<file path="src/rtl/atl_pkg.sv">
// Shared widths, types and constants for the accelerometer tilt-angle pipeline.
// Used by atl_sqrt, atl_cordic, atl_outq and accel_tilt_angles_core.
`timescale 1ns / 1ps

package atl_pkg;

    // Sample and magnitude widths
    localparam int IN_W       = 16;
    localparam int SQ_W       = 2 * IN_W;              // x^2 + z^2
    localparam int SQ_PAD     = 16;                    // radicand = sum << SQ_PAD (root in Q8)
    localparam int ROOT_W     = (SQ_W + SQ_PAD) / 2;
    localparam int REM_W      = ROOT_W + 1;
    localparam int SQ_STAGES  = ROOT_W;                // one root bit per stage

    // CORDIC datapath
    localparam int CW            = 50;
    localparam int OP_SHIFT      = 30;                 // scale of raw sample operands
    localparam int ROOT_SHIFT    = 22;                 // scale of the Q8 magnitude
    localparam int ANG_W         = 24;                 // angle in 1/25600 degree
    localparam int ANG_FRAC      = 8;                  // fraction bits below one centidegree
    localparam int CORDIC_STAGES = 22;

    // Lanes of the CORDIC unit
    localparam int NLANE      = 2;
    localparam int LANE_PITCH = 0;
    localparam int LANE_ROLL  = 1;

    // Result widths
    localparam int PITCH_W = 15;
    localparam int ROLL_W  = 16;
    localparam int RND_W   = ANG_W + 1 - ANG_FRAC;

    typedef logic signed [CW-1:0]    cw_t;
    typedef logic signed [ANG_W-1:0] ang_t;
    typedef logic signed [RND_W-1:0] cdeg_t;

    localparam ang_t DEG90  = 24'sd2304000;
    localparam ang_t DEG180 = 24'sd4608000;

    localparam cdeg_t PITCH_LIM = 17'sd9000;
    localparam cdeg_t ROLL_LIM  = 17'sd18000;

    // round(atan(2^-i) degrees * 25600)
    localparam ang_t ATAN_TAB [0:CORDIC_STAGES-1] = '{
        24'sd1152000, 24'sd680065, 24'sd359328, 24'sd182400, 24'sd91554, 24'sd45822,
        24'sd22916,   24'sd11459,  24'sd5730,   24'sd2865,   24'sd1432,  24'sd716,
        24'sd358,     24'sd179,    24'sd90,     24'sd45,     24'sd22,    24'sd11,
        24'sd6,       24'sd3,      24'sd1,      24'sd1
    };

endpackage

</file>
<file path="src/rtl/atl_sqrt.sv">
// Magnitude front end: squares x and z, then a restoring square-root pipeline.
// Produces floor(sqrt((x^2 + z^2) << 16)) and carries the sample along. Uses atl_pkg.
`timescale 1ns / 1ps

module atl_sqrt
    import atl_pkg::*;
(
    input  logic                     clk,
    input  logic                     rst_n,
    input  logic                     ce,
    input  logic                     in_valid,
    input  logic signed [IN_W-1:0]   in_x,
    input  logic signed [IN_W-1:0]   in_y,
    input  logic signed [IN_W-1:0]   in_z,
    output logic                     out_valid,
    output logic [ROOT_W-1:0]        out_root,
    output logic signed [IN_W-1:0]   out_x,
    output logic signed [IN_W-1:0]   out_y,
    output logic signed [IN_W-1:0]   out_z
);

    // Square stage
    logic                    sqa_v_reg;
    logic [SQ_W-2:0]         xx_reg;
    logic [SQ_W-2:0]         zz_reg;
    logic signed [IN_W-1:0]  ax_reg;
    logic signed [IN_W-1:0]  ay_reg;
    logic signed [IN_W-1:0]  az_reg;
    logic signed [SQ_W-1:0]  xx_prod;
    logic signed [SQ_W-1:0]  zz_prod;

    // Root stages: index 0 holds the sum, index k holds k root bits
    logic                    s_v_reg [0:SQ_STAGES];
    logic [SQ_W-1:0]         s_n_reg [0:SQ_STAGES-1];
    logic [ROOT_W-1:0]       s_q_reg [0:SQ_STAGES];
    logic [REM_W-1:0]        s_r_reg [0:SQ_STAGES];
    logic signed [IN_W-1:0]  s_x_reg [0:SQ_STAGES];
    logic signed [IN_W-1:0]  s_y_reg [0:SQ_STAGES];
    logic signed [IN_W-1:0]  s_z_reg [0:SQ_STAGES];

    logic [ROOT_W-1:0]       q_next [1:SQ_STAGES];
    logic [REM_W-1:0]        r_next [1:SQ_STAGES];

    assign xx_prod = in_x * in_x;
    assign zz_prod = in_z * in_z;

    // One root bit per stage, most significant radicand pair first
    for (genvar k = 1; k <= SQ_STAGES; k++)
    begin : g_step
        localparam int P = SQ_STAGES - k;
        logic [1:0]       pair;
        logic [REM_W+1:0] trial;
        logic [REM_W+1:0] sub;
        logic [REM_W+1:0] diff;
        logic             fits;

        // Low radicand pairs are the zero padding
        if (2 * P >= SQ_PAD)
        begin : g_data
            assign pair = s_n_reg[k-1][2*P-SQ_PAD+1 -: 2];
        end
        else
        begin : g_pad
            assign pair = 2'b00;
        end

        assign trial     = {s_r_reg[k-1], pair};
        assign sub       = {1'b0, s_q_reg[k-1], 2'b01};
        assign diff      = trial - sub;
        assign fits      = (trial >= sub);
        assign q_next[k] = {s_q_reg[k-1][ROOT_W-2:0], fits};
        assign r_next[k] = fits ? diff[REM_W-1:0] : trial[REM_W-1:0];
    end

    // Advance valid bits
    always_ff @(posedge clk or negedge rst_n)
    begin
        if (!rst_n)
        begin
            sqa_v_reg <= 1'b0;
            for (int k = 0; k <= SQ_STAGES; k++)
            begin
                s_v_reg[k] <= 1'b0;
            end
        end
        else if (ce)
        begin
            sqa_v_reg  <= in_valid;
            s_v_reg[0] <= sqa_v_reg;
            for (int k = 1; k <= SQ_STAGES; k++)
            begin
                s_v_reg[k] <= s_v_reg[k-1];
            end
        end
    end

    // Advance payload
    always_ff @(posedge clk)
    begin
        if (ce)
        begin
            xx_reg <= xx_prod[SQ_W-2:0];
            zz_reg <= zz_prod[SQ_W-2:0];
            ax_reg <= in_x;
            ay_reg <= in_y;
            az_reg <= in_z;

            s_n_reg[0] <= {1'b0, xx_reg} + {1'b0, zz_reg};
            s_q_reg[0] <= '0;
            s_r_reg[0] <= '0;
            s_x_reg[0] <= ax_reg;
            s_y_reg[0] <= ay_reg;
            s_z_reg[0] <= az_reg;

            for (int k = 1; k <= SQ_STAGES; k++)
            begin
                s_q_reg[k] <= q_next[k];
                s_r_reg[k] <= r_next[k];
                s_x_reg[k] <= s_x_reg[k-1];
                s_y_reg[k] <= s_y_reg[k-1];
                s_z_reg[k] <= s_z_reg[k-1];
            end
            for (int k = 1; k < SQ_STAGES; k++)
            begin
                s_n_reg[k] <= s_n_reg[k-1];
            end
        end
    end

    assign out_valid = s_v_reg[SQ_STAGES];
    assign out_root  = s_q_reg[SQ_STAGES];
    assign out_x     = s_x_reg[SQ_STAGES];
    assign out_y     = s_y_reg[SQ_STAGES];
    assign out_z     = s_z_reg[SQ_STAGES];

    // A floor root leaves a remainder of at most twice the root
    a_rem_bound: assert property (@(posedge clk) disable iff (!rst_n)
        s_v_reg[SQ_STAGES] |-> (s_r_reg[SQ_STAGES] <= {s_q_reg[SQ_STAGES], 1'b0}))
        else $error("square root remainder out of bound");

endmodule

</file>
<file path="config.mk">
export PLATFORM = sky130hd
export DESIGN_NAME = atl_sqrt
export DESIGN_NICKNAME = d
export VERILOG_FILES = /design/src/rtl/atl_pkg.sv /design/src/rtl/atl_sqrt.sv
export SDC_FILE = /design/constraint.sdc
export NUM_CORES = 2
export LEC_CHECK = 0
export BUFFER_PORTS_ARGS = -buffer_cell sky130_fd_sc_hd__buf_2
export CAP_MARGIN = 20
export CORE_MARGIN = 2
export CORE_UTILIZATION = 50
export DETAILED_ROUTE_END_ITERATION = 8
export PLACE_DENSITY = 0.71
export RECOVER_POWER = 50
export SLEW_MARGIN = 20
export SYNTH_ARGS = -nofsm -noshare
export SYNTH_HDL_FRONTEND = slang
export SYNTH_SLANG_ARGS = --single-unit
</file>
<file path="constraint.sdc">
create_clock -name clk -period 4.24 [get_ports clk]
set_clock_uncertainty 0.2 [all_clocks]
set_input_delay 1.06 -clock clk [delete_from_list [all_inputs] [get_ports clk]]
set_output_delay 1.06 -clock clk [all_outputs]
set_load 0.02 [all_outputs]
</file>
# Word-level counts from Yosys, hierarchy flattened
# Memory sizes are Yosys's and may differ from the RTL's.
# Cells that the tools add are included.
# classes
addsub	25
muxes	26
multipliers	2
n_lt_le_gt_ge	24
# ops
cell	count
27-bit by 26-bit >= comparator with 1-bit output	24
25-bit 2-to-1 mux	24
25-bit subtractor	24
16-bit by 16-bit multiplier with 31-bit output	2
31-bit by 31-bit adder with 32-bit output	1
1-bit 2-to-1 mux	2
# totals
memories	6
ramBits	3193
out_inout_bits	73
reg_bits	136
# mem_list
name	words	word_bits	read_ports	rd_clocked_by_memory_dff	wr	line_no	source
s_n_reg	24	32	23	0	24	atl_sqrt.sv:34	logic [SQ_W-1:0] s_n_reg [0:SQ_STAGES-1];
s_r_reg	25	25	24	0	25	atl_sqrt.sv:36	logic [REM_W-1:0] s_r_reg [0:SQ_STAGES];
s_q_reg	25	24	25	0	25	atl_sqrt.sv:35	logic [ROOT_W-1:0] s_q_reg [0:SQ_STAGES];
s_x_reg	25	16	25	0	25	atl_sqrt.sv:37	logic signed [IN_W-1:0] s_x_reg [0:SQ_STAGES];
s_y_reg	25	16	25	0	25	atl_sqrt.sv:38	logic signed [IN_W-1:0] s_y_reg [0:SQ_STAGES];
s_z_reg	25	16	25	0	25	atl_sqrt.sv:39	logic signed [IN_W-1:0] s_z_reg [0:SQ_STAGES];

# Longest topological paths before layout
# An unclocked memory read counts as a cell.
# depth
depth_word	3
ltp_mapped	26
ltp_nobuf	24

# Worst setup path before layout
# No wires, ideal clock.
# synth_path
path_kind	input -> register
start	input in_z[12]
end	register zz_reg[29], data pin
slack_ps	-3151
arrival_ps	6923
required_ps	3772
cell_stages	23
setup_time_ps	268
cell_sequence	clkbuf_1 > clkinv_1 > nor2_1 > inv_1 > fa_1 > inv_1 > fa_1 > inv_1 > fa_1 > inv_1 > fa_1 > fa_1 > inv_1 > fa_1 > inv_1 > ha_1 > and3_1 > a311oi_1 > o21ai_0 > a41o_1 > or4_1 > o311ai_0 > xnor2_1
# synth_between
elab_chain_cells	1
# synth_lines
element	line_no	source
from (decl)	atl_sqrt.sv:14	input logic signed [IN_W-1:0] in_z,
16-bit by 16-bit multiplier with 31-bit output	atl_sqrt.sv:45	assign zz_prod = in_z * in_z;
net zz_prod[29]	atl_sqrt.sv:30	logic signed [SQ_W-1:0] zz_prod;
to (signal assigned)	atl_sqrt.sv:103	zz_reg <= zz_prod[SQ_W-2:0];
to (decl)	atl_sqrt.sv:25	logic [SQ_W-2:0] zz_reg;
# The timed path passes the listed nets, and every way through them passes these cells.
# A chain may end at the register's enable or synchronous reset.

# Worst setup path in the final report
# layout_path
start	input in_z[15]
end	register zz_reg[29], data pin
# The elaborated chain is that of the path after synthesis.

==> out/metrics.cfg <==
[synthesis]
yosysTopAreaCellShare = 0.6382
yosysMostFrequentCell = edfxtp_1
synth_enable_flop_cells = 2414
ys_seq_elements = 2440
synth_cell_types = 96
synth.yosys.seq_area_share = 0.6439
synthCells = 7844
yosys.area.top_type = edfxtp_1
synth_common_cells = edfxtp_1, inv_1, ha_1
synth.avg_cell_area_um2 = 14.48
async_reset_ff_frac = 0.01066
syn_nets = 8875
yosys_most_used_dff = edfxtp_1
syn_area_um2 = 113600
synthTopCellsByArea = edfxtp_1, fa_1, ha_1
yosys_warnings = 0

[timing]
min_period_ps = 6317
fin_ws_ps = -2077
max_freq_ghz = 0.1583
setup_viol = 49
final_max_slew_viol_count = 0
fin_crit_sh = 1.490
rsz0062_at_grt = true
slew_headroom = 0.3663
worstMarginPinSlew_ps = 950.5
hold_violations = 0

[power]
total_leakage_power_nw = 53.16
seqPwrFrac = 0.306
vdd_drop_max_v = 0.002093
combPwrFrac = 0.497
p_sw_w = 0.03658
netSwitchingFraction = 0.3401
clock_power_share = 0.198
internal_power_w = 0.07097
p_per_area_nw_per_um2 = 806.5

[flow_run]
max_cap_viol_count = 0

[die]
die_h_um = 480.6
coreArea_um2 = 225300
fp-row-count = 174
io_pins = 125
dieArea_um2 = 231000
die_w_um = 480.6
initial_core_util = 0.5041

[layout]
nets = 9696
num-fill-cells = 16943
fin_area_um2 = 133400
syn_to_final_growth_pct = 17.40
drive_above_1_share = 0.1857
largest_register_ffs = 543

[setup_path]
end_kind = flip-flop
crit_required_ps = 4640
worstPathArrival_ps = 6720
worstSetupPathType = primary input to flip-flop
ff2ff_setup_slack_ps = 220
start_kind = primary input
crit_fanout = 3

[cts]
cts_buffer_depth = 3
cts_buffers = 241
cts-root-buf = clkbuf_16
htree_levels = 4
cts_sinks = 2440
cts_tree = yes
cts.clk_slew.worst_paths_ps = 60
worstSkewPairLatency_ps = 890

[hold_path]
min-delay-path-class = primary input to flip-flop

[drt]
drt_wl_total_um = 197900
routedWlPerCell_um = 16.67
ant_nets = 0
vias = 61059
drc = 0
firstDrtPassIters = 8
vias_per_cell = 5.143
dr.first_iter.drc_count = 3818

[placed_design]
io_buffers = 124
dpl-instance-area_um2 = 122700
dpl.hpwl_um = 140800
preCtsSetupSlack_ps = -3092
place.gp.congestion = 0.8758

[global_route]
grt_pass1_wl_um = 321700
grt_use_total = 0.1725
antenna_found_initial = 3
grt_overflow = 0
grt_pass1_vias = 63492
grt_start_max_net_pins = 107

[run_status]
violations = negative setup slack
status = complete, but fails checks

[logic make-up after synthesis]
| group | synth area share |
|---|---|
| AOI/OAI and AO/OA | 0.05802 |
| xor gates and xnor gates | 0.03979 |
| adders and majority gates | 0.1387 |
| buffers and inverters | 0.04305 |
| DFF | 0.6439 |
| muxes | 0.01172 |
| other | 0.00003301 |
| and+or+nand+nor | 0.06480 |
[worst paths after layout]
| check | startpoint | cells after the start | end |
|---|---|---|---|
| worst min-delay path | in_y[10] | 1 | ay_reg[10] |
| worst min register to register | s_n_reg[0][68] | 0 | s_n_reg[0][100] |
| worst max-delay path | in_z[15] | 24 | zz_reg[29] |
| max in group asynchronous | rst_n | 2 | s_v_reg[24] |
| min in group asynchronous | rst_n | 2 | s_v_reg[5] |
| worst max register to register | s_r_reg[2][0] | 13 | s_r_reg[2][49] |
[power groups by stage]
stage / Combinational, W / Sequential [W] / Clock, W
final: 0.0534 / 0.0329 / 0.0213
after global routing: 0.0589 / 0.0331 / 0.0229
after CTS: 0.0505 / 0.0329 / 0.0219
after detailed placement: 0.0447 / 0.0334 / 0
after global placement: 0.0438 / 0.0333 / 0
after floorplan: 0.0294 / 0.0328 / 0
[through the flow]
step	setup TNS, ps	cells	power [W]	utilization	hold slack, ps
2_1_floorplan	-84100	7844	0.06218	-	200.3
3_3_place_gp	-116800	11328	0.07706	0.5444	200.2
3_5_place_dp	-118990	11328	0.07809	0.5444	204.5
4_1_cts	-58130	11838	0.1053	0.5882	55.90
5_1_grt	-74030	11872	0.1149	0.5918	80.87
6_report	-68790	11872	0.1076	0.5918	153.4
[worst max-delay path: stages]
cell and delay, ps:
buf_8 100, buf_6 110, and2_4 170, buf_4 130, fa_1 550, inv_2 40, fa_1 490, fa_2 550
inv_2 40, fa_1 420, fa_1 550, inv_1 80, fa_1 530, inv_1 40, ha_1 200, a21o_1 170
a21oi_2 140, nor2_2 70, a311oi_4 240, o21ai_4 110, a41o_1 210, or4_4 500, o311ai_4 90, xnor2_1 100
[cells in the final DEF (no fill, tap or decap), types with 34 or more instances in the layout]
cell type	n
nor2_1	323
clkinv_1	42
buf_6	70
clkinv_2	66
clkbuf_1	47
nand2_1	393
edfxtp_1	2414
a21o_1	125
nand4_1	37
nor2b_1	39
buf_4	453
o21a_1	75
buf_2	91
inv_1	1018
nor3_1	147
inv_2	90
and2_1	57
or3_1	44
xor2_1	218
nand2b_1	61
fa_1	433
xnor2_1	279
nor4_1	60
ha_4	45
buf_12	74
fa_2	34
clkbuf_16	246
ha_1	460
nand3_1	73
mux2_2	87
o21ai_0	234
a21oi_1	260
[metal layers]
layer  GRT usage  wire [um]  up-vias
met2      0.2991      99330     1115
met3     0.02635       7164      379
li1            -          -    29429
met4     0.06521       6985        0
met5           0          0        -
met1      0.2187      84440    30136
[final cells by class]
cell class	instances	area, um^2	area share
Clock inverter	172	1854	0.01390
Multi-Input combinational cell	4147	37600	0.2819
Antenna cell	1	2.502	0.00001876
Tap cell	2992	3744	0.02807
Sequential cell	2440	73140	0.5485
Inverter	1119	4233	0.03174
Clock buffer	285	6260	0.04694
Timing Repair Buffer	716	6524	0.04892
[timing repair]
item	in CTS	in global routing
hold buffers	1	0
resized for setup	325	150
gates cloned	3	2
setup buffers	62	44
pin swaps	166	151
endpoints found under the hold margin	26	0
endpoints found under the setup margin	52	55
Note: power is estimated with default switching activity, not from simulation.
