**src/rtl/atl_pkg.sv**
```systemverilog
// Shared widths, types and constants for the accelerometer tilt-angle pipeline.
// Used by atl_sqrt, atl_cordic, atl_outq and accel_tilt_angles_core.
`timescale 1ns / 1ps

package atl_pkg;

    // Sample and magnitude widths
    localparam int IN_W       = 16;
    localparam int SQ_W       = 2 * IN_W;              // x^2 + z^2
    localparam int SQ_PAD     = 16;                    // radicand = sum << SQ_PAD (root in Q8)
    localparam int ROOT_W     = (SQ_W + SQ_PAD) / 2;
    localparam int REM_W      = ROOT_W + 1;
    localparam int SQ_STAGES  = ROOT_W;                // one root bit per stage

    // CORDIC datapath
    localparam int CW            = 50;
    localparam int OP_SHIFT      = 30;                 // scale of raw sample operands
    localparam int ROOT_SHIFT    = 22;                 // scale of the Q8 magnitude
    localparam int ANG_W         = 24;                 // angle in 1/25600 degree
    localparam int ANG_FRAC      = 8;                  // fraction bits below one centidegree
    localparam int CORDIC_STAGES = 22;

    // Lanes of the CORDIC unit
    localparam int NLANE      = 2;
    localparam int LANE_PITCH = 0;
    localparam int LANE_ROLL  = 1;

    // Result widths
    localparam int PITCH_W = 15;
    localparam int ROLL_W  = 16;
    localparam int RND_W   = ANG_W + 1 - ANG_FRAC;

    typedef logic signed [CW-1:0]    cw_t;
    typedef logic signed [ANG_W-1:0] ang_t;
    typedef logic signed [RND_W-1:0] cdeg_t;

    localparam ang_t DEG90  = 24'sd2304000;
    localparam ang_t DEG180 = 24'sd4608000;

    localparam cdeg_t PITCH_LIM = 17'sd9000;
    localparam cdeg_t ROLL_LIM  = 17'sd18000;

    // round(atan(2^-i) degrees * 25600)
    localparam ang_t ATAN_TAB [0:CORDIC_STAGES-1] = '{
        24'sd1152000, 24'sd680065, 24'sd359328, 24'sd182400, 24'sd91554, 24'sd45822,
        24'sd22916,   24'sd11459,  24'sd5730,   24'sd2865,   24'sd1432,  24'sd716,
        24'sd358,     24'sd179,    24'sd90,     24'sd45,     24'sd22,    24'sd11,
        24'sd6,       24'sd3,      24'sd1,      24'sd1
    };

endpackage

```
**src/rtl/atl_outq.sv**
```systemverilog
// Rounding to centidegrees with range clamp, then a two-entry result queue.
// The queue fill sets the pipeline advance enable. Uses atl_pkg.
`timescale 1ns / 1ps

module atl_outq
    import atl_pkg::*;
(
    input  logic                       clk,
    input  logic                       rst_n,
    input  logic                       in_valid,
    input  ang_t                       in_angle [NLANE],
    output logic                       ce,
    output logic                       out_valid,
    input  logic                       out_stall,
    output logic signed [PITCH_W-1:0]  pitch_centideg,
    output logic signed [ROLL_W-1:0]   roll_centideg
);

    localparam int QDEPTH = 2;
    localparam int PTR_W  = $clog2(QDEPTH);
    localparam int CNT_W  = $clog2(QDEPTH + 1);
    localparam int HALF   = 2 ** (ANG_FRAC - 1);

    // Round half away from zero, then clamp to +/- lim
    function automatic cdeg_t round_clamp(input ang_t v, input cdeg_t lim);
        logic [ANG_W:0] biased;
        cdeg_t          q;
        biased = {v[ANG_W-1], v} + (v[ANG_W-1] ? (ANG_W+1)'(HALF - 1) : (ANG_W+1)'(HALF));
        q      = biased[ANG_W:ANG_FRAC];
        return (q > lim) ? lim : ((q < -lim) ? -lim : q);
    endfunction

    logic                       r_v_reg;
    logic signed [PITCH_W-1:0]  r_pitch_reg;
    logic signed [ROLL_W-1:0]   r_roll_reg;
    cdeg_t                      pitch_rnd;
    cdeg_t                      roll_rnd;

    logic signed [PITCH_W-1:0]  pitch_mem [QDEPTH];
    logic signed [ROLL_W-1:0]   roll_mem  [QDEPTH];
    logic [PTR_W-1:0]           wr_ptr_reg;
    logic [PTR_W-1:0]           rd_ptr_reg;
    logic [CNT_W-1:0]           count_reg;
    logic [CNT_W-1:0]           count_next;
    logic                       push;
    logic                       pop;

    assign pitch_rnd = round_clamp(in_angle[LANE_PITCH], PITCH_LIM);
    assign roll_rnd  = round_clamp(in_angle[LANE_ROLL], ROLL_LIM);

    // Hold the whole pipeline while the queue is full
    assign ce         = (count_reg != CNT_W'(QDEPTH));
    assign push       = ce & r_v_reg;
    assign pop        = out_valid & ~out_stall;
    assign count_next = count_reg + CNT_W'(push) - CNT_W'(pop);
    assign out_valid  = (count_reg != '0);

    // Rounding stage valid and queue control
    always_ff @(posedge clk or negedge rst_n)
    begin
        if (!rst_n)
        begin
            r_v_reg    <= 1'b0;
            wr_ptr_reg <= '0;
            rd_ptr_reg <= '0;
            count_reg  <= '0;
        end
        else
        begin
            if (ce)
            begin
                r_v_reg <= in_valid;
            end
            if (push)
            begin
                wr_ptr_reg <= wr_ptr_reg + PTR_W'(1);
            end
            if (pop)
            begin
                rd_ptr_reg <= rd_ptr_reg + PTR_W'(1);
            end
            count_reg <= count_next;
        end
    end

    // Rounding stage payload
    always_ff @(posedge clk)
    begin
        if (ce)
        begin
            r_pitch_reg <= pitch_rnd[PITCH_W-1:0];
            r_roll_reg  <= roll_rnd[ROLL_W-1:0];
        end
    end

    // Queue storage
    always_ff @(posedge clk)
    begin
        if (push)
        begin
            pitch_mem[wr_ptr_reg] <= r_pitch_reg;
            roll_mem[wr_ptr_reg]  <= r_roll_reg;
        end
    end

    assign pitch_centideg = pitch_mem[rd_ptr_reg];
    assign roll_centideg  = roll_mem[rd_ptr_reg];

    a_count_max: assert property (@(posedge clk) disable iff (!rst_n)
        count_reg <= CNT_W'(QDEPTH))
        else $error("result queue overfilled");

    a_range: assert property (@(posedge clk) disable iff (!rst_n)
        out_valid |-> (pitch_centideg >= -PITCH_LIM && pitch_centideg <= PITCH_LIM &&
                       roll_centideg >= -ROLL_LIM && roll_centideg <= ROLL_LIM))
        else $error("tilt angle out of range");

endmodule

```
**config.mk**
```make
export PLATFORM = sky130hd
export DESIGN_NAME = atl_outq
export DESIGN_NICKNAME = d
export VERILOG_FILES = /design/src/rtl/atl_pkg.sv /design/src/rtl/atl_outq.sv
export SDC_FILE = /design/constraint.sdc
export NUM_CORES = 1
export LEC_CHECK = 0
export ABC_CLOCK_PERIOD_IN_PS = 3900
export BUFFER_PORTS_ARGS = -buffer_cell sky130_fd_sc_hd__buf_4
export CAP_MARGIN = 20
export CORE_ASPECT_RATIO = 0.5
export CORE_MARGIN = 2
export CORE_UTILIZATION = 30
export CTS_CLUSTER_DIAMETER = 100
export DETAILED_ROUTE_END_ITERATION = 16
export PLACE_DENSITY = 0.55
export SLEW_MARGIN = 20
export SYNTH_ARGS = -nofsm -noshare
export SYNTH_HDL_FRONTEND = slang
export SYNTH_SLANG_ARGS = --single-unit
```
**constraint.sdc**
```tcl
create_clock -name clk -period 3.9 [get_ports clk]
set_clock_uncertainty 0.05 [all_clocks]
set_input_delay 0.585 -clock clk [delete_from_list [all_inputs] [get_ports clk]]
set_output_delay 0.585 -clock clk [all_outputs]
set_load 0.005 [all_outputs]
```
* Yosys cells after proc, flatten, opt, wreduce, memory -nomap -nowiden
Memories as Yosys holds them, arrays and structs flattened. Cells that the tools add are included.
Cells by class: add/subtract/negate cells 6, $lt $le $gt $ge 4, equality and inequality tests 1, multiplexer cells 6, bitwise logic cells 3, reductions and logical operators 3
Operator list (number):
- $add A24 B9 Y25 | 2
- $gt A17 B15 Y1 const B | 1
- $gt A17 B16 Y1 const B | 1
- $lt A17 B15 Y1 const B | 1
- $lt A17 B16 Y1 const B | 1
- $mux W16 | 1
- $mux W8 | 2
- $mux W15 | 1
- $reduce_or A2 Y1 | 2
- $add A1 B1 Y1 const B | 2
- $add A2 B1 Y2 | 1
- $and A1 B1 Y1 | 2
- $mux W1 | 2
- $ne A2 B2 Y1 const B | 1
- $reduce_bool A2 Y1 | 1
- $sub A2 B1 Y2 | 1
- $not A1 Y1 | 1
Word-level totals: register bits after elaboration 36, memory bits (writable) 62, bits of input ports 52, word-level logic and storage cells 33, memories kept 2
Memory list:
- roll_mem | depth 2, width 16, read ports 1, clocked after Yosys merged registers in 0, wr ports 1, RTL line atl_outq.sv:40 | logic signed [ROLL_W-1:0] roll_mem [QDEPTH];
- pitch_mem | depth 2, width 15, read ports 1, clocked after Yosys merged registers in 0, wr ports 1, RTL line atl_outq.sv:39 | logic signed [PITCH_W-1:0] pitch_mem [QDEPTH];

* Longest topological paths before layout
depth after elaboration 4, mapped depth 11

* Worst setup path before layout
Ideal clock, no wire load.
path type flip-flop to flip-flop, start point reg count_reg[0], end point mem pitch_mem[0][0] (enable), data arrival time 2.865 ns, required time 3.431 ns, path slack 0.566 ns, stages on the path, launching flop included 4, buffers on the path 0, cell sequence dfrtp_1 nand2b_1 nand2_1 nor2_1
Between the ends: cells in the longest elaborated chain, start to end 4
RTL lines:
- from (decl) | RTL line atl_outq.sv:43 | logic [CNT_W-1:0] count_reg;
- from (signal assigned) | RTL line atl_outq.sv:82 | count_reg <= count_next;
- $ne A2 B2 Y1 | RTL line atl_outq.sv:52 | assign ce = (count_reg != CNT_W'(QDEPTH));
- net ce | RTL line atl_outq.sv:12 | output logic ce,
- $and A1 B1 Y1 | RTL line atl_outq.sv:53 | assign push = ce & r_v_reg;
- $mux W1 | RTL line atl_outq.sv:99 | if (push)
- $mux W1 (implied by the code) | RTL line atl_outq.sv:101 | pitch_mem[wr_ptr_reg] <= r_pitch_reg;
- to (decl) | RTL line atl_outq.sv:39
The timed path passes the listed nets, and every way through them passes these cells.

* Worst setup path in the final report
start point in in_angle[23] (netlist name), end point reg r_roll_reg[3], data pin
Between the ends: cells in the longest elaborated chain, start to end 4, elaborated cells on any way between the ends 5
RTL lines:
- from (decl) | RTL line atl_outq.sv:11 | input ang_t in_angle [NLANE],
- $mux W8 | RTL line atl_outq.sv:28 | biased = {v[ANG_W-1], v} + (v[ANG_W-1] ? (ANG_W+1)'(HALF - 1) : (ANG_W+1)'(HALF));
- $add A24 B9 Y25 (*) | RTL line atl_outq.sv:28
- $gt A17 B16 Y1 or $lt A17 B16 Y1 (tied branches) | RTL line atl_outq.sv:30 | return (q > lim) ? lim : ((q < -lim) ? -lim : q);
- $reduce_or A2 Y1 (no line)
- to (signal assigned) | RTL line atl_outq.sv:92 | r_roll_reg <= roll_rnd[ROLL_W-1:0];
- to (decl) | RTL line atl_outq.sv:35 | logic signed [ROLL_W-1:0] r_roll_reg;
Mark *: on every way between the ends. The rest lies on a longest branch, timed or not. A chain may end at the register's enable or synchronous reset.

==> impl_metrics.yaml <==
power_and_ir_drop:
  power.total_mw: 3.794
  p_per_area_nw_per_um2: 614.4
  vdd_drop_max_mv: 0.2157
  p_leak_nw: 2.297
clocking:
  cts_tree: "built"
  cts_sinks: 98
  clk_latency_ps: 330
  cts_buffers: 9
  cts.path.max_buffers: 2
  clk_root_buffer_cell: "clkbuf_16"
  clkTransAtPathRegs_ps: 60
  cts-htree-levels: 3
placed_design:
  port_buffers: 84
  gp_congestion: 0.8330
  dp_hpwl_um: 7719
  placed_area_um2: 5871
finish:
  drive_above_1_share_pct: 35.23
  diodes: 0
  final_area_um2: 6175
  largest_reg_flops: 32
  area_delta_synth_final_pct: 25.60
  nets: 537
timing:
  max_freq_mhz: 286.4
  tightest_slew_ps: 898.9
  slew_headroom_pct: 39.97
  layout_min_cycle_time_ps: 3492
  finalSetupViolCount: 0
  tns_ps: 0
  rsz0062_at_grt: "no"
  finalCritPeriodShare_pct: 89.54
  finalMaxSlewViolations: 0
  whs_ps: 393.4
  hold_violations: 0
grt:
  grt_overflow: 0
  gr-usage-all-layers_pct: 12.22
  grt_max_degree: 33
  antenna_found_initial: 0
  grt_pass1_vias: 3144
  grt_pass1_wl_um: 16370
die:
  coreArea_um2: 16190
  die_w_um: 185.0
  die_h_um: 94.52
  initial_core_util_pct: 30.37
  io_pins: 85
  die_area_um2: 17490
  row_count: 33
run_status:
  outcome: "complete, no violations"
drt:
  wl_per_cell_um: 14.74
  initialDrtViolationCount: 179
  vias: 3265
  drtAntennaViolNets: 0
  drc: 0
  via_per_inst: 4.658
  drt-total-wl_um: 10330
  drtPass1Iterations: 4
job:
  cap_violations: 0
worst_setup_path:
  path_class: "in -> reg"
  cp-start-kind: "primary input"
  r2r_slack_ps: 1980
  crit_arrival_ps: 3470
  worstSetupEndpointType: "register"
  crit_required_ps: 3880
  crit_fanout: 15
synth:
  synth.distinct_cells: 63
  synth_compound_area_share_pct: 12.40
  ys_seq_elements: 98
  yosys_warnings: 0
  yosys.area_share.simple_pct: 11.12
  synth_top_family_by_area: "compound AO/OA/AOI/OAI gates"
  synthMuxAreaShare_pct: 7.330
  netlist_instances: 372
  synth.avg_cell_area_um2: 13.21
  ys_seq_area_share_pct: 59.35
  synthesis.nets: 440
  async_flop_share_pct: 5.102
  synth_flop_cell: "edfxtp_1"
  synth_xor_area_share_pct: 4.098
  synth-adder-area-share_pct: 4.072
  synth_area_um2: 4916
  synth_edf_count: 93
min_path:
  worstHoldPathType: "reg -> reg"
==> synth_stat cells (3+ instances only) <==
master    number  area [µm²]
nand2_1       24       90.09
nor2_1        10       37.54
ha_1          16       200.2
o21bai_1       4       30.03
nor2b_1        4       25.02
nor3_1        14       70.07
xor2_1        15       131.4
a31o_2         3       26.28
buf_1          3       11.26
or2_2          5       31.28
a21o_1         4       30.03
a21oi_1       24       120.1
mux2_2        32       360.4
nor4_1         4       25.02
edfxtp_1      93        2793
o21ai_0       11       55.05
nand4_1        4       25.02
dfrtp_1        5       125.1
xnor2_1        8       70.07
nand2b_1       3       18.77
inv_1         12       45.04
o31a_1         3       26.28
and3_1         4       25.02
nand3_1       14       70.07
==> power by group <==
| part | switching [mW] | internal (mW) |
|---|---|---|
| logic | 0.575 | 0.578 |
| clock network | 0.355 | 0.495 |
| registers | 0.120 | 1.67 |
==> layout make-up <==
cell class              instances  area, µm²
fillers                      1595      10010
flip-flops and latches         98       2918
multi-input cells             255       1921
repair buffers                 93      713.2
well taps                     227      284.0
clock buffers                   9      225.2
clock inverters                 7      68.82
inverters                      12      45.04
==> layer usage <==
layer / vias to the layer above / global-route usage [%] / share of wire [%]
li1: 1644 / - / -
met1: 1564 / 17.29 / 50
met2: 47 / 18.51 / 45
met3: 10 / 3.047 / 3.3
met4: 0 / 3.638 / 1.5
met5: - / 0 / 0
==> worst max-delay path, stage by stage <==
cell	delay, ps
buf_4	160
inv_1	90
ha_1	350
nand4_1	140
a221o_2	380
a211oi_2	390
nand3_1	170
o22ai_1	170
a41oi_1	70
a211oi_2	780
a2111oi_0	200
==> logic make-up after synthesis <==
kind of cell             after synthesis
AO/OA/AOI/OAI                         83
multiplexers                          32
XOR/XNOR                              23
buffers and inverters                 19
flip-flops                            98
adder cells (fa/ha/maj)               16
AND/OR/NAND/NOR                      101
==> path summary, 6_finish.rpt <==
path | from | depth (start not counted) | end
min reg2reg | r_roll_reg[15]$_SDFFCE_PN0N_ | 0 | roll_mem[0][15]$_DFFE_PP_
max reg2reg | count_reg[1]$_DFF_PN0_ | 4 | pitch_mem[0][2]$_DFFE_PP_
min | r_roll_reg[15]$_SDFFCE_PN0N_ | 0 | roll_mem[0][15]$_DFFE_PP_
min in group asynchronous | rst_n | 2 | count_reg[1]$_DFF_PN0_
max in group asynchronous | rst_n | 2 | r_v_reg$_DFFE_PN0N_
max | in_angle[23] | 11 | r_roll_reg[3]$_SDFFCE_PP0N_
==> what timing repair did <==
item,4_1_cts,5_1_grt
hold buffers,1,0
setup buffers,0,0
hold endpoints to repair,5,0
gates resized for setup,0,0
==> cells in the final DEF, fill, tap and decap left out, types with 3 or more instances in the layout <==
cell type | Yosys | final
edfxtp_1 | 93 | 93
buf_4 | 0 | 91
mux2_2 | 32 | 32
nand2_1 | 24 | 24
a21oi_1 | 24 | 24
ha_1 | 16 | 16
xor2_1 | 15 | 15
nand3_1 | 14 | 14
nor3_1 | 14 | 14
inv_1 | 12 | 12
o21ai_0 | 11 | 11
nor2_1 | 10 | 9
clkbuf_16 | 0 | 9
xnor2_1 | 8 | 8
or2_2 | 5 | 5
dfrtp_1 | 5 | 5
nand4_1 | 4 | 4
and3_1 | 4 | 4
nor4_1 | 4 | 4
nor2b_1 | 4 | 4
a21o_1 | 4 | 4
o21bai_1 | 4 | 4
a31o_2 | 3 | 3
o31a_1 | 3 | 3
nand2b_1 | 3 | 3
clkinv_2 | 0 | 3
==> stage by stage <==
stage / std cells / util, % / setup slack, ps
floorplan: 372 / - / 566.0
global placement: 684 / 36.27 / 180.1
detailed placement: 684 / 36.27 / 81.99
CTS: 701 / 38.15 / 436.7
global route: 701 / 38.15 / 106.3
finish: 701 / 38.15 / 408.1
Note: power is estimated with default switching activity, not from simulation.
